==> src/rtl/core/smdv_pkg.sv <==
// shared constants and types for the sign-magnitude delta varint encoder
// no dependencies
package smdv_pkg;

  // encoding mode register codes (code 3 behaves as delta)
  localparam logic [1:0] MODE_RAW    = 2'd0;
  localparam logic [1:0] MODE_ZIGZAG = 2'd1;
  localparam logic [1:0] MODE_DELTA  = 2'd2;

  localparam int unsigned SampleW = 16;
  localparam int unsigned ByteW   = 8;
  localparam int unsigned MaxBytes = 3;

  // encoded form of one sample, ready for the byte serializer
  typedef struct packed {
    logic [2:0][ByteW-1:0] bytes;   // bytes[0] goes out first
    logic [1:0]            count;   // 1 to 3
  } enc_item_t;

endpackage

==> src/rtl/core/sign_magnitude_delta_varint_encoder_top.sv <==
// sign-magnitude delta varint encoder, top level
// depends on smdv_pkg; no submodules
//
// Encodes 16-bit sign-magnitude samples (bit 15 set = positive) into a byte
// stream: raw little-endian in mode 0, zigzag varint in mode 1, and zigzag
// varint of the difference to the previous sample in mode 2 (and 3), with the
// predictor restarting at zero on first_in_row (tuser). A sample is taken into
// an input register; the byte serializer then sends one byte per cycle while
// m_axis_tready is high, so a sample takes 1 to 3 output bytes (2 in raw mode)
// and the sustained sample rate is set by the output byte count. The input
// register accepts the next sample while the serializer is still sending the
// current one. m_axis_tlast marks the final byte of each sample. The user must
// write encoding_mode through cfg_we_i/cfg_wdata_i only while idle (not enforced).
module sign_magnitude_delta_varint_encoder_top (
  input  logic        clk_i,
  input  logic        rst_ni,
  // configuration write
  input  logic        cfg_we_i,
  input  logic [1:0]  cfg_wdata_i,     // encoding_mode
  // sample input
  input  logic        s_axis_tvalid,
  output logic        s_axis_tready,
  input  logic [15:0] s_axis_tdata,    // [15:0] sample
  input  logic        s_axis_tuser,    // [0] first_in_row
  // byte output
  output logic        m_axis_tvalid,
  input  logic        m_axis_tready,
  output logic [7:0]  m_axis_tdata,    // [7:0] out_byte
  output logic        m_axis_tlast     // last
);

  localparam int unsigned EncW = smdv_pkg::SampleW + 2;

  logic [1:0]                    mode_q;
  logic [smdv_pkg::SampleW-1:0]  prev_q;
  logic                          in_valid_q;
  logic [smdv_pkg::SampleW-1:0]  in_sample_q;
  logic [smdv_pkg::SampleW-1:0]  in_pred_q;
  logic                          ser_valid_q;
  logic [2:0][smdv_pkg::ByteW-1:0] ser_bytes_q, ser_bytes_d;
  logic [1:0]                    ser_left_q, ser_left_d;

  logic                          s_fire, m_fire, ser_free, ser_load;
  logic [smdv_pkg::SampleW-1:0]  s_val;
  logic [smdv_pkg::SampleW-1:0]  q_val;
  logic signed [EncW-1:0]        enc;
  logic [EncW-1:0]               zz;
  smdv_pkg::enc_item_t           item;

  assign s_fire   = s_axis_tvalid && s_axis_tready;
  assign m_fire   = m_axis_tvalid && m_axis_tready;
  assign ser_free = !ser_valid_q || (m_fire && (ser_left_q == 2'd1));
  assign ser_load = ser_free && in_valid_q;
  assign s_axis_tready = !in_valid_q || ser_load;

  // sign-magnitude to two's complement for the incoming sample
  assign s_val = s_axis_tdata[15]
               ? {1'b0, s_axis_tdata[14:0]}
               : (~{1'b0, s_axis_tdata[14:0]} + 16'd1);

  // same conversion on the registered sample
  assign q_val = in_sample_q[15]
               ? {1'b0, in_sample_q[14:0]}
               : (~{1'b0, in_sample_q[14:0]} + 16'd1);

  // value to encode and its zigzag map
  always_comb begin
    if (mode_q == smdv_pkg::MODE_ZIGZAG) begin
      enc = EncW'($signed(q_val));
    end else begin
      enc = EncW'($signed(q_val)) - EncW'($signed(in_pred_q));
    end
    zz = {enc[EncW-2:0], 1'b0} ^ {EncW{enc[EncW-1]}};
  end

  // byte split of the registered sample
  always_comb begin
    item = '0;
    if (mode_q == smdv_pkg::MODE_RAW) begin
      item.bytes[0] = in_sample_q[7:0];
      item.bytes[1] = in_sample_q[15:8];
      item.count    = 2'd2;
    end else begin
      priority if (zz[EncW-1:14] != '0) begin
        item.count = 2'd3;
      end else if (zz[13:7] != '0) begin
        item.count = 2'd2;
      end else begin
        item.count = 2'd1;
      end
      item.bytes[0] = {item.count != 2'd1, zz[6:0]};
      item.bytes[1] = {item.count == 2'd3, zz[13:7]};
      item.bytes[2] = {4'd0, zz[17:14]};
    end
  end

  // serializer next state
  always_comb begin
    ser_bytes_d = ser_bytes_q;
    ser_left_d  = ser_left_q;
    if (ser_load) begin
      ser_bytes_d = item.bytes;
      ser_left_d  = item.count;
    end else if (m_fire && (ser_left_q != 2'd1)) begin
      ser_bytes_d = {smdv_pkg::ByteW'(0), ser_bytes_q[2], ser_bytes_q[1]};
      ser_left_d  = ser_left_q - 2'd1;
    end
  end

  // control registers
  always_ff @(posedge clk_i or negedge rst_ni) begin
    if (!rst_ni) begin
      mode_q      <= smdv_pkg::MODE_RAW;
      prev_q      <= '0;
      in_valid_q  <= 1'b0;
      ser_valid_q <= 1'b0;
      ser_left_q  <= 2'd0;
    end else begin
      if (cfg_we_i) begin
        mode_q <= cfg_wdata_i;
      end
      if (s_fire) begin
        prev_q <= s_val;
      end
      if (s_axis_tready) begin
        in_valid_q <= s_axis_tvalid;
      end
      if (ser_free) begin
        ser_valid_q <= in_valid_q;
      end
      ser_left_q <= ser_left_d;
    end
  end

  // payload registers
  always_ff @(posedge clk_i) begin
    if (s_fire) begin
      in_sample_q <= s_axis_tdata;
      in_pred_q   <= s_axis_tuser ? '0 : prev_q;
    end
    ser_bytes_q <= ser_bytes_d;
  end

  assign m_axis_tvalid = ser_valid_q;
  assign m_axis_tdata  = ser_bytes_q[0];
  assign m_axis_tlast  = (ser_left_q == 2'd1);

  // serializer always holds at least one byte when valid
  a_left_nonzero: assert property (@(posedge clk_i) disable iff (!rst_ni)
    ser_valid_q |-> (ser_left_q != 2'd0))
    else $error("serializer valid with no bytes left");

  // raw mode never needs more than two bytes
  a_raw_count: assert property (@(posedge clk_i) disable iff (!rst_ni)
    (ser_load && (mode_q == smdv_pkg::MODE_RAW)) |-> (item.count == 2'd2))
    else $error("raw sample not split into two bytes");

  // output drains after the final byte when nothing is queued
  a_drain: assert property (@(posedge clk_i) disable iff (!rst_ni)
    (m_fire && m_axis_tlast && !in_valid_q) |=> !m_axis_tvalid)
    else $error("output still valid after final byte with empty input stage");

endmodule
==> config.mk <==
export PLATFORM = sky130hd
export DESIGN_NAME = sign_magnitude_delta_varint_encoder_top
export DESIGN_NICKNAME = d
export VERILOG_FILES = /design/src/rtl/core/smdv_pkg.sv /design/src/rtl/core/sign_magnitude_delta_varint_encoder_top.sv
export SDC_FILE = /design/constraint.sdc
export NUM_CORES = 1
export LEC_CHECK = 0
export BUFFER_PORTS_ARGS = -buffer_cell sky130_fd_sc_hd__buf_2
export CORE_MARGIN = 2
export CORE_UTILIZATION = 40
export DETAILED_ROUTE_END_ITERATION = 10
export PLACE_DENSITY = 0.57
export RECOVER_POWER = 25
export SLEW_MARGIN = 25
export SYNTH_ARGS = -nofsm -noshare
export SYNTH_HDL_FRONTEND = slang
export SYNTH_SLANG_ARGS = --single-unit
==> constraint.sdc <==
create_clock -name clk_i -period 7.45 [get_ports clk_i]
set_input_delay 0 -clock clk_i [delete_from_list [all_inputs] [get_ports clk_i]]
set_output_delay 0 -clock clk_i [all_outputs]
set_load 0.01 [all_outputs]
* Word level (Yosys, flattened, before mapping)
Index checks and enable logic that the tools add are counted.
** Storage, ports and cells
- Register bits :: 78
- Latch bits :: 0
- Memory bits (writable) :: 0
- Memory bits (read-only) :: 0
- Input bits :: 24
- Output and inout port bits :: 11
- Word-level logic and storage cells :: 47
- Memories :: 0
** Cells by class
- Add/sub/neg operators :: 4
- $mul :: 0
- Div/mod/pow operators :: 0
- Magnitude comparators :: 0
- Equality and inequality tests :: 5
- Shift operators :: 0
- Mux-type cells :: 12
- Bitwise logic cells :: 3
- Reductions and logical operators :: 13
** Operators with widths (count)
- $mux W24 :: 2
- $mux W18 :: 2
- $add A16 B1 Y16 const B :: 2
- $mux W16 :: 2
- $not A15 Y16 :: 2
- $xor A18 B18 Y18 :: 1
- $sub A16 B16 Y17 :: 1
- $mux W2 :: 5
- $reduce_bool A7 Y1 :: 1
- $logic_and A1 B1 Y1 :: 5
- $eq A2 B1 Y1 const B :: 2
- $mux W4 :: 1
- $ne A2 B1 Y1 const B :: 2
- $reduce_bool A4 Y1 :: 1
- $eq A2 B2 Y1 const B :: 1
- $logic_not A1 Y1 :: 2
- $logic_not A2 Y1 :: 1
- $logic_or A1 B1 Y1 :: 2
- $reduce_bool A2 Y1 :: 1
- $sub A2 B1 Y2 const B :: 1

* Depth between registers and ports, before layout
Gate-level depths: netlist of run 1.
- Depth after elaboration :: 13
- Depth in mapped cells :: 19
- Depth with buffers taken out :: 16

* Worst setup path after synthesis of run 1
Ideal clock, no wire load.
- Path type :: flip-flop to flip-flop
- Start :: reg in_sample_q[0] (netlist name)
- End :: reg ser_bytes_q, in the netlist m_axis_tdata[7] (data pin)
- Library setup time :: 256 ps
- Arrival :: 3827 ps
- Required time :: 7194 ps
- Setup slack :: 3367 ps
- Stages on the path, launching flop included :: 17
- Buffers on the path :: 0
- Period minus slack after synthesis :: 4083 ps
- Cell sequence :: edfxtp_1 > inv_1 > ha_1 > nor3b_1 > nor3b_1 > nor2_1 > xor2_1 > ha_1 > a21oi_1 > o21ai_0 > a31o_2 > o21a_1 > a21o_1 > xor2_1 > or4b_2 > a22oi_2 > nor2_1
** RTL lines
- from (decl) :: line sign_magnitude_delta_varint_encoder_top.sv:37 : logic [smdv_pkg::SampleW-1:0] in_sample_q;
- from (signal assigned) :: line sign_magnitude_delta_varint_encoder_top.sv:138 : in_sample_q <= s_axis_tdata;
- to (signal assigned) :: line sign_magnitude_delta_varint_encoder_top.sv:141 : ser_bytes_q <= ser_bytes_d;
- to (decl) :: line sign_magnitude_delta_varint_encoder_top.sv:40 : logic [2:0][smdv_pkg::ByteW-1:0] ser_bytes_q, ser_bytes_d;

==> results.md, run 1 <==
Run status:
- The flow ran to the end, and the final reports show no timing, DRC or antenna violations.

Pwr:
- The total power is 1.95 mW.
- The leakage power is 2.26 nW.
- The areal power density over the cells is 351 nW/um^2.
- The highest ir drop seen on vdd is 0.164 mV.

Critical path:
- Walking the worst path, the cells encountered are inv_1, ha_1, nor3b_1, nor3b_1, nor2_1, xor2_1, ha_1, a21o_1, or2_1, o21a_4, o31ai_4, o21a_1, nand2_2, or4b_4, a22oi_2, nor2_1.
- The critical path in this run is classified as flop to flop.
- The cell with the largest stage delay on the worst path is sky130_fd_sc_hd__o21a_1.
- The kind of capture point of the worst setup path is a flop.
- The critical path startpoint category is a flop.
- The arrival time at the worst endpoint is 5130 ps.
- The required time at the worst-slack endpoint is 7550 ps.
- The biggest fanout along the worst timing path is 17.
- The combined buffer and inverter count along the critical path is 1.
- In this design, the stage delay of the slowest critical-path cell is 730 ps.
- The cell family with the largest share of critical-path delay is simple AND/OR/NAND/NOR gates.

Die:
- The die is 115 um tall.
- The die covers 13100 sq um.
- 35 I/O pins were placed.
- The number of placement rows is 40.
- The initial utilization of the core area, before any placement, comes to 40.9%.
- The core outline area is 12000 sq um.
- The die is 115 um wide.

Yosys:
- The library cell with the largest summed area after synthesis is sky130_fd_sc_hd__edfxtp_1.
- The xor and xnor area share after synthesis is 8.42%.
- The number of unique standard cell types used by synthesis is 62.
- The adder-cell area share of the yosys netlist is 5.27%.
- The summed instance area of the synthesized netlist is 4890 sq um.
- The share of the Yosys chip area taken by registers is 42.6%.
- Synthesis produced 531 cells.
- Of all flip-flops after synthesis, the portion carrying an async set or reset was 30.1%.
- The share of cell area taken by muxes after synthesis is 1.71%.
- The number of nets handed over by synthesis was 575.
- The top cell type by area accounts for 31.3% of the synthesized area.
- By area, the combinational part of the netlist is dominated by simple AND/OR/NAND/NOR gates.
- The synthesized area per cell is 9.21 sq um.
- The most common cell in the synthesized netlist is sky130_fd_sc_hd__nor2_1.
- The most frequently used flop master after synthesis is sky130_fd_sc_hd__edfxtp_1.
- The number of flops mapped to enable cells by yosys is 51.
- For this run, the number of Yosys warnings is 0.
- By count the netlist is led by sky130_fd_sc_hd__nor2_1, sky130_fd_sc_hd__edfxtp_1, sky130_fd_sc_hd__nand2_1.
- Sorting the synthesized cells by area gives the leading types as sky130_fd_sc_hd__edfxtp_1, sky130_fd_sc_hd__dfrtp_1, sky130_fd_sc_hd__ha_1.
- After Yosys synthesis, and, or, nand and nor cells account for 19.4% of the synthesized area.
- The count of state elements after synthesis is 73.
- The synthesized netlist devotes 16.8% of its cell area to compound gates.

Drt:
- The per-cell via count in the routed design is 5.31.
- The final antenna-violating net count is 0.
- The number of remaining DRC errors is 0.
- The number of vias in the routed layout is 3826.
- The violation count after the first detailed-routing iteration is 173.
- Dividing the detail-routed wire length by the instance count gives 15.4 um.
- The wire length after detailed routing is 11100 um.
- The number of optimization iterations in the first detailed-route pass is 4.

Clocking:
- The buffer cell driving the clock tree root is sky130_fd_sc_hd__clkbuf_16.
- The count of cells resized by post-cts repair is 0.
- TritonCTS built the clock tree.
- Once the clock tree was built, the setup fixing pass inserted 0 buffers.
- No sink is reached through more buffers than the 2 on the longest clock path.
- The total CTS buffers is 9.
- The H-tree generated during clock tree synthesis spans 3 levels.
- CTS saw 73 sinks.
- The hold buffer count at cts is 21.
- Clock-pin slew was measured on the worst setup and hold paths at 60 ps.
- For the worst-skew pair, the clock arrives at the later sink with an insertion delay of 350 ps.

Final layout:
- The final instance area is 5570 sq um.
- The number of nets in the finished design is 612.
- The layout overhead on the synthesized area is 13.9%.
- The post-route netlist has 8.90% of its cells at a drive strength greater than 1.
- The final core utilization is 46.6%.
- The antenna diode instance count is 0.

Placement:
- Buffers placed on the I/O ports in this run total 34.
- The HPWL after detailed placement is 8460 um.
- The worst setup slack before clock tree synthesis is 2410 ps.
- Routability-driven placement finished with a final weighted congestion of 0.906.
- Summing all placed instances gives a cell area of 5100 sq um.

GRT:
- The total global-route track usage is 18.3%.
- The first global-routing pass estimated 18400 um of wire.
- Entering global routing, the biggest net connects 35 pins.
- The residual overflow from global routing is 0.
- The via count of the first global-routing pass came to 3708.
- The initial antenna violation count is 0.

Timing:
- The final setup skew is 5.45 ps.
- The summed negative setup slack over all endpoints is 0 ps.
- The final count of negative-setup-slack endpoints is 0.
- The final worst slack is 2410 ps.
- The final max-slew violation count is 0.
- Setup repair after global routing left no endpoint under its margin.
- The number of hold-slack violations in the final timing report came to 0.
- The headroom to the max-slew limit is 6.36%.
- Timing would allow up to 199 MHz.
- The worst path uses 67.6% of the clock period.
- At the pin with the least slew margin, the transition time is 1400 ps.
- The smallest clock period supported by the final layout is computed as 5040 ps.

Min path:
- The type of the tightest min-delay check is primary input to flop.

Run:
- Across the run, the number of max-cap violations was 0.
==> state kept, by name, summed over array words and instances, names as in the netlist <==
signal / count
mode_q: 2
prev_q: 16
ser_bytes_q: 11
m_axis_tvalid: 1
ser_left_q: 2
in_sample_q: 16
m_axis_tdata: 8
in_valid_q: 1
in_pred_q: 16
==> cells by family after synthesis <==
logic type / Yosys count
AO/OA/AOI/OAI: 132
XOR/XNOR: 47
adder cells (fa/ha/maj): 20
buffers and inverters: 62
flip-flops: 73
multiplexers: 8
AND/OR/NAND/NOR: 189
==> path summary, 6_finish.rpt <==
| kind | from | endpoint | slack, ps | depth (start not counted) |
|---|---|---|---|---|
| worst max-delay path | in_sample_q[0] | m_axis_tdata[7] | 2410 | 16 |
| worst min-delay path | m_axis_tready | in_valid_q | 30 | 4 |
| worst max register to register | in_sample_q[0] | m_axis_tdata[7] | 2410 | 16 |
| worst min register to register | prev_q[1] | prev_q[1] | 470 | 2 |
| max in group asynchronous | rst_ni | ser_left_q[1] | 6120 | 2 |
| min in group asynchronous | rst_ni | prev_q[1] | 500 | 2 |
==> layer usage <==
layer / routed length (um) / share of wire (%) / GRT usage, %
met5: 0 / 0 / 0
met1: 5360 / 48 / 24.3
met4: 244 / 2.2 / 8.29
met2: 5030 / 45 / 28.8
met3: 480 / 4.3 / 3.81
==> report_power, final <==
group	total [mW]	switching [mW]	leakage [nW]	internal, mW
Sequential	0.636	0.0594	0.754	0.576
Combinational	0.901	0.535	1.37	0.366
Clock	0.417	0.174	0.135	0.244
Total	1.95	0.768	2.26	1.19
==> area by class of cell <==
cell class                 count  area (sq um)
sequential                    73          2080
multi-input combinational    396          2530
timing repair buffer          58           382
fill                        1140          6390
tap                          147           184
inverter                      30           113
clock buffer                  12           256
clock inverter                 4          28.8
==> metrics by stage <==
stage,hold slack (ps),cells
floorplan,-296,531
global placement,21.3,683
detailed placement,37.1,683
CTS,26.6,720
global route,69.6,720
finish,33.8,720
==> worst reg2reg max path: stages, from the launching register on <==
cell	delay [ps]
sky130_fd_sc_hd__edfxtp_1	450
sky130_fd_sc_hd__inv_1	110
sky130_fd_sc_hd__ha_1	170
sky130_fd_sc_hd__nor3b_1	510
sky130_fd_sc_hd__nor3b_1	370
sky130_fd_sc_hd__nor2_1	90
sky130_fd_sc_hd__xor2_1	190
sky130_fd_sc_hd__ha_1	280
sky130_fd_sc_hd__a21o_1	220
sky130_fd_sc_hd__or2_1	250
sky130_fd_sc_hd__o21a_4	230
sky130_fd_sc_hd__o31ai_4	300
sky130_fd_sc_hd__o21a_1	730
sky130_fd_sc_hd__nand2_2	100
sky130_fd_sc_hd__or4b_4	570
sky130_fd_sc_hd__a22oi_2	180
sky130_fd_sc_hd__nor2_1	50
==> cell usage in the layout (no fill, tap or decap), types with 21 or more instances in the layout <==
| cell type | instances |
|---|---|
| sky130_fd_sc_hd__a21oi_1 | 39 |
| sky130_fd_sc_hd__dfrtp_1 | 22 |
| sky130_fd_sc_hd__dlygate4sd3_1 | 21 |
| sky130_fd_sc_hd__edfxtp_1 | 51 |
| sky130_fd_sc_hd__inv_1 | 30 |
| sky130_fd_sc_hd__nand2_1 | 47 |
| sky130_fd_sc_hd__nor2_1 | 53 |
| sky130_fd_sc_hd__nor2b_1 | 24 |
| sky130_fd_sc_hd__o21ai_0 | 44 |
| sky130_fd_sc_hd__xnor2_1 | 25 |
| sky130_fd_sc_hd__xor2_1 | 22 |
Note: power is estimated with default switching activity, not from simulation.
==> run 2, diff against run 1 <==
==> constraint.sdc (replaced) <==
create_clock -name clk_i -period 5.14 [get_ports clk_i]
set_input_delay 0 -clock clk_i [delete_from_list [all_inputs] [get_ports clk_i]]
set_output_delay 0 -clock clk_i [all_outputs]
set_load 0.01 [all_outputs]
==> results.md, run 2 (synthesis results as in run 1) <==
Run status:
- The run finished with clean final reports.

GRT:
- The total overflow left after global routing is 0.
- The via count of the first global-routing pass came to 3797.
- The pin count of the biggest net entering global routing is 32.
- The initial antenna violation count is 0.
- The first global-routing pass estimated 19000 um of wire.
- In the global route stage, overall resource usage came out at 18.8%.

Drt:
- The wire length after detailed routing is 11300 um.
- The detail route stage leaves a number of antenna-violating nets equal to 0.
- After detailed routing, the number of remaining DRC violations is 0.
- The per-cell via count in the routed design is 5.28.
- The pre-antenna-repair detailed-routing pass consisted of 4 iterations.
- The violation count after the first detailed-routing iteration is 219.
- The routed layout has 3821 vias.
- In the final routed layout, each cell accounts on average for 15.7 um.

Die:
- For this design the top-level I/O count stands at 35.
- The initial cell density of the core is 40.9%.
- The floorplan step defined a core boundary enclosing 12000 sq um.
- The floorplan step defined a die boundary enclosing 13100 sq um.
- The die extent in x is 115 um.
- Row generation in the floorplan step produced 40 rows.
- The y dimension of the die is 115 um.

Clocking:
- The clock latency on the worst-skew pair is 350 ps.
- The clock-pin slew on the worst setup and hold paths is 60 ps.
- The buffer cell driving the clock tree root is sky130_fd_sc_hd__clkbuf_16.
- The buffer depth of the longest clock path is 2.
- The number of hold buffers added after CTS was 21.
- Post-CTS timing repair inserted 0 buffers for setup.
- The count of cells resized by post-cts repair is 0.
- CTS built an H-tree with a depth of 3.
- The number of clock sinks is 73.
- The total CTS buffers is 9.
- The clock tree from TritonCTS is built.

Timing:
- Static timing analysis puts the maximum clock frequency at 218 MHz.
- Summed over all failing endpoints, the final setup total negative slack is 0 ps.
- The final setup skew is 6.14 ps.
- The final worst hold slack is 39.8 ps.
- Setup repair after global routing left no endpoint under its margin.
- In this run the tightest slew margin relative to its limit is 6.89%.
- The number of hold-slack violations in the final timing report is 0.
- The worst path uses 89.2% of the clock period.
- The final max-slew violation count came to 0.
- The worst-margin pin slew is 1400 ps.
- The time the final worst path needs with I/O delays and setup is 4590 ps.
- Across all setup checks in the final design, the least slack found is 554 ps.
- The final count of negative-setup-slack endpoints is 0.

Critical path:
- The setup path with the least slack is of type flop to flop.
- For flop-to-flop paths, the worst setup slack is 550 ps.
- The required time at the worst-slack endpoint is 5240 ps.
- Among all stages on the critical path, the largest delay is contributed by sky130_fd_sc_hd__or4b_2.
- The startpoint identified for the worst register-to-register timing path is in_sample_q[0].
- Following the worst setup path forward leads to its endpoint at m_axis_tdata[7].
- Walking the worst path, the cells encountered are inv_1, ha_1, nor3b_1, nor3b_1, nor2_1, xor2_1, ha_1, and3_1, nand4_1, a21oi_1, o21ai_0, o21ai_0, xnor2_1, or4b_2, a22oi_2, nor2_1.
- The worst register-to-register path has a depth of 16.
- In this design, the stage delay of the slowest critical-path cell is 650 ps.
- STA classifies the critical path endpoint as a flop.
- For the worst setup path, the data arrival time is 4680 ps.
- The biggest fanout along the worst timing path is 7.
- STA classifies the critical path startpoint as a flop.
- In this run the critical register-to-register path is captured at m_axis_tdata[7].
- The start point of the critical path is in_sample_q[0].

Pwr:
- The switching fraction of total power is 38.5%.
- The sequential cell fraction of total power is 31.6%.
- The portion of total power attributed to the clock network is 23.3%.
- The highest ir drop seen on vdd is 0.254 mV.
- The internal portion of total power is 1.80 mW.
- In this run the power density over the cells is 521 nW/um^2.
- The part of the power in combinational logic is 45.1%.
- Total power for the finished layout comes to 2.93 mW.
- The reported net switching power is 1.13 mW.
- The leakage power is 2.29 nW.

Final layout:
- The finished cells cover 5630 sq um.
- The layout overhead on the synthesized area is 15.1%.
- The number of nets in the finished design is 615.
- The ratio of cells with drive above 1 in the final layout is 9.38%.
- Registers take 2080 sq um.
- The number of antenna diodes in the final layout is 0.
- The most common library cell in the layout ignoring fill and taps is sky130_fd_sc_hd__nor2_1.
- The library cells used most frequently in the layout, excluding fill and tap cells, are sky130_fd_sc_hd__nor2_1, sky130_fd_sc_hd__edfxtp_1, sky130_fd_sc_hd__nand2_1.
- The count of filler cells inserted in the layout is 1108.
- The largest registers in the layout are in_pred_q x16, in_sample_q x16, prev_q x16.
- The multi-input combinational cells in the finished layout cover a total of 2530 sq um.

Placement:
- At the end of routability-driven placement, the weighted congestion stood at 0.848.
- The number of input and output port buffers inserted is 34.
- The HPWL after detailed placement is 8460 um.
- The instance area at placement is 5120 sq um.
- The worst setup slack before clock tree synthesis is 576 ps.

Min path:
- The number of cells on the worst hold path is 4.
- The tightest min-delay check is of the primary input to flop type.

Run:
- The tool flagged a number of max-cap violations equal to 0.
run 2: cell count changes in the layout (fill, tap and decap cells not counted), sizes merged:
cell	before	now
clkinv	2	1
clkbuf	29	27
buf	20	23
inv	30	32
bufinv	0	2
clkinvlp	2	1
run 2: how the worst min path moves through the flow:
stage | startpoint | end
after detailed placement | rst_ni | prev_q[3]
final | m_axis_tready | in_valid_q
after global placement | rst_ni | prev_q[3]
after floorplan | rst_ni | in_valid_q
after CTS | m_axis_tready | in_valid_q
after global routing | m_axis_tready | in_valid_q
run 2: power groups by stage:
stage | clock (mW) | combinational, mW | sequential (mW)
after detailed placement | 0 | 1.30 | 0.940
after CTS | 0.697 | 1.32 | 0.928
final | 0.684 | 1.32 | 0.926
after global routing | 0.722 | 1.49 | 0.946
after global placement | 0 | 1.29 | 0.933
after floorplan | 0 | 1.06 | 0.899
run 2: final cells by class:
cell class,instances,share of cell area (%)
clock buffers,10,4.07
clock inverters,6,1.60
multi-input cells,396,44.9
inverters,30,2.00
repair buffers,61,7.18
flip-flops and latches,73,37.0
well taps,147,3.27
run 2: per-stage QoR:
step           instances  utilization, %
2_1_floorplan        531               -
5_1_grt              723            47.1
4_1_cts              723            47.2
3_3_place_gp         686            42.8
6_report             723            47.1
3_5_place_dp         686            42.8
run 2: critical path, delay by kind of cell, from the launching register on:
kind	cells	cell delay, ps
fa+ha+maj	2	580
compound gates	4	850
xor+xnor	2	330
flops	1	450
buf+inv	1	120
simple gates	7	2010
run 2: metal layers:
metal  GRT usage, %  vias to the layer above  wire length [um]
li1               -                     1938                 -
met1           24.7                     1776              5320
met2           30.1                       91              5310
met3           4.50                       16               514
met4           7.40                        0               190
met5              0                        -                 0
==> run 3, diff against run 2 <==
--- a/config.mk
+++ b/config.mk
@@ -9,6 +9,7 @@
 export CORE_MARGIN = 2
 export CORE_UTILIZATION = 40
 export DETAILED_ROUTE_END_ITERATION = 10
+export GPL_TIMING_DRIVEN = 0
 export PLACE_DENSITY = 0.57
 export RECOVER_POWER = 25
 export SLEW_MARGIN = 25
==> results.md, run 3 (synthesis results as in run 1) <==
Final layout:
- The filler cells instantiated in the layout total 1145.
- Of the cells placed in the final design, the portion with a size suffix greater than 1 is 10.3%.
- 0 antenna diodes ended up in the layout.
- The top cell types in the final layout, fill and taps aside, are sky130_fd_sc_hd__nor2_1, sky130_fd_sc_hd__edfxtp_1, sky130_fd_sc_hd__nand2_1.
- The layout overhead on the synthesized area is 17.7%.
- The number of nets in the finished design is 642.
- The largest registers in the layout are in_pred_q x16, in_sample_q x16, prev_q x16.
- The library cell used most frequently in the layout, excluding fill and tap cells, is sky130_fd_sc_hd__nor2_1.

Min path:
- The critical hold path startpoint is s_axis_tuser.
- The type of the tightest min-delay check is primary input to flop.
- The endpoint with the worst hold slack is in_pred_q[3].
- The number of cells on the worst hold path is 2.

Clocking:
- For the worst-skew pair, the clock arrives at the later sink with an insertion delay of 330 ps.
- The post-CTS setup buffer count is 0.
- The clock net in this run drives a total of 73 sinks.
- Counting the buffers created by CTS gives 9.
- TritonCTS built the clock tree.
- In this run the number of H-tree levels came out at 3.
- The longest clock path from root to sink contains 2 buffers.
- The buffer cell driving the clock tree root is sky130_fd_sc_hd__clkbuf_16.
- The clock-pin slew on the worst setup and hold paths is 60 ps.

Placement:
- The worst setup slack before clock tree synthesis is 234 ps.
- Detailed placement ended at an HPWL of 8790 um.
- The global placer's final weighted congestion is 0.842.
- The number of input and output port buffers inserted is 34.

Die:
- The initial utilization of the core area, before any placement, comes to 40.9%.
- The floorplan step set the die height to 115 um.
- The die extent in x is 115 um.
- 35 I/O pins were placed.
- The floorplan step defined a die boundary enclosing 13100 sq um.
- The number of placement rows is 40.
- The core outline area is 12000 sq um.

Pwr:
- Summed over all nets, the switching power comes to 1.12 mW.
- IR analysis of the VDD net gives a maximum drop of 0.158 mV.
- Of the total power, registers draw 31.6%.
- The leakage power is 2.34 nW.
- Cell internal power was estimated by the tool at 1.79 mW.
- Combinational logic burns 47.0% of the power.
- The areal power density over the cells is 506 nW/um^2.
- The switching fraction of total power is 38.5%.
- The clock network is responsible for 21.4% of the overall power.

Critical path:
- The kind of capture point of the worst setup path is a flop.
- The endpoint identified for the worst register-to-register timing path is m_axis_tdata[7].
- For the worst setup path, the data required time is 5220 ps.
- The startpoint of the most critical register-to-register path is in_sample_q[0].
- The number of cells traversed by the worst register-to-register path is 17.
- The kind of critical path is flop to flop.
- The critical path startpoint category is a flop.
- The flop-to-flop setup slack is 470 ps.
- Data arrives at the worst endpoint at 4760 ps.
- Along the worst path, the maximum fanout reaches 8.

Run:
- Max-cap violations in this run came to 0.

Drt:
- After detailed routing, the number of vias per cell comes to 5.17.
- For this run, design rule violations remaining after detail routing come to 0.
- In the final routed layout, each cell accounts on average for 14.8 um.
- The violation count after the first detailed-routing iteration is 252.
- The final antenna-violating net count is 0.
- The wire length after detailed routing is 11100 um.
- Summing over every cut layer, the via total after detailed routing is 3877.
- The pre-antenna-repair detailed-routing pass consisted of 4 iterations.

GRT:
- The global-route wire length before repair is 18400 um.
- The via count of the first global-routing pass was 3819.
- The total global-route track usage is 18.0%.
- The pin count of the biggest net entering global routing is 35.
- The residual overflow from global routing is 0.
- The initial antenna violation count was 0.

Timing:
- Setup repair after global routing left no endpoint under its margin.
- At the pin with the least slew margin, the transition time is 1300 ps.
- The worst path meets setup with 467 ps of slack.
- The maximum clock frequency is 214 MHz.
- The final setup skew is 7.94 ps.
- The final max-slew violation count is 0.
- The clock period could shrink to 4670 ps.
- In this run the tightest slew margin relative to its limit is 13.1%.
- The number of hold-slack violations in the final timing report was 0.
- The final count of negative-setup-slack endpoints is 0.
- The summed negative setup slack over all endpoints is 0 ps.
- The final period utilization is 90.9%.

Run status:
- The run finished with clean final reports.
[run 3: area by class of cell]
cell class	count	area (sq um)	share of cell area [%]
plain buffers	32	170	2.96
clock buffers	10	229	3.98
clock inverters	6	67.6	1.17
inverters	30	113	1.96
multi-input cells	396	2540	44.1
flip-flops and latches	73	2080	36.2
well taps	147	184	3.20
repair buffers	56	369	6.41
[run 3: stage by stage]
stage / power (mW) / instances / utilization, % / hold slack [ps] / area [sq um]
2_1_floorplan: 1.96 / 531 / - / -296 / 4890
3_3_place_gp: 2.26 / 712 / 43.8 / 8.09 / 5250
3_5_place_dp: 2.29 / 712 / 43.8 / 11.9 / 5250
4_1_cts: 2.93 / 750 / 48.2 / 23.6 / 5760
5_1_grt: 3.14 / 750 / 48.1 / 53.7 / 5750
6_report: 2.91 / 750 / 48.1 / 25.8 / 5750
[run 3: repair_timing]
item | CTS | global route
hold buffers | 22 | 0
setup endpoints to repair | 0 | 3
endpoints found under the hold margin | 46 | 0
gates resized for setup | 0 | 2
[run 3: layer usage]
layer / share of wire (%) / global-route usage, %
met5: 0 / 0
met4: 1.6 / 6.75
met3: 3.5 / 2.28
met2: 47 / 29.8
met1: 48 / 24.2
[run 3: critical path, cell delays in order (launching register included)]
cell                       delay, ps
sky130_fd_sc_hd__edfxtp_1        480
sky130_fd_sc_hd__inv_1           120
sky130_fd_sc_hd__ha_1            160
sky130_fd_sc_hd__nor3b_2         370
sky130_fd_sc_hd__and2_1          280
sky130_fd_sc_hd__nor2_1           80
sky130_fd_sc_hd__xnor2_1         270
sky130_fd_sc_hd__ha_1            280
sky130_fd_sc_hd__buf_2           170
sky130_fd_sc_hd__a21oi_1         160
sky130_fd_sc_hd__o21ai_0         190
sky130_fd_sc_hd__a31o_2          320
sky130_fd_sc_hd__o21a_1          190
sky130_fd_sc_hd__a21o_1          190
sky130_fd_sc_hd__xor2_1          170
sky130_fd_sc_hd__or4b_2          710
sky130_fd_sc_hd__a22oi_2         230
sky130_fd_sc_hd__nor2_1           60
[run 3: how the worst max path moves through the flow]
stage	start	end	slack, ps	cells past startpoint
5_1_grt	in_sample_q[6]	m_axis_tdata[7]	160	15
6_report	in_sample_q[0]	m_axis_tdata[7]	470	17
2_1_floorplan	in_sample_q[0]	m_axis_tdata[7]	1060	16
3_5_place_dp	in_sample_q[0]	m_axis_tdata[7]	230	17
4_1_cts	in_sample_q[0]	m_axis_tdata[7]	200	17
3_3_place_gp	in_sample_q[0]	m_axis_tdata[7]	250	17
[run 3: power groups by stage]
stage               logic (mW)  clock network [mW]  registers [mW]
floorplan                 1.06                   0           0.899
finish                    1.37               0.623           0.921
global placement          1.34                   0           0.927
global route              1.55               0.652           0.942
CTS                       1.37               0.635           0.921
detailed placement        1.35                   0           0.933
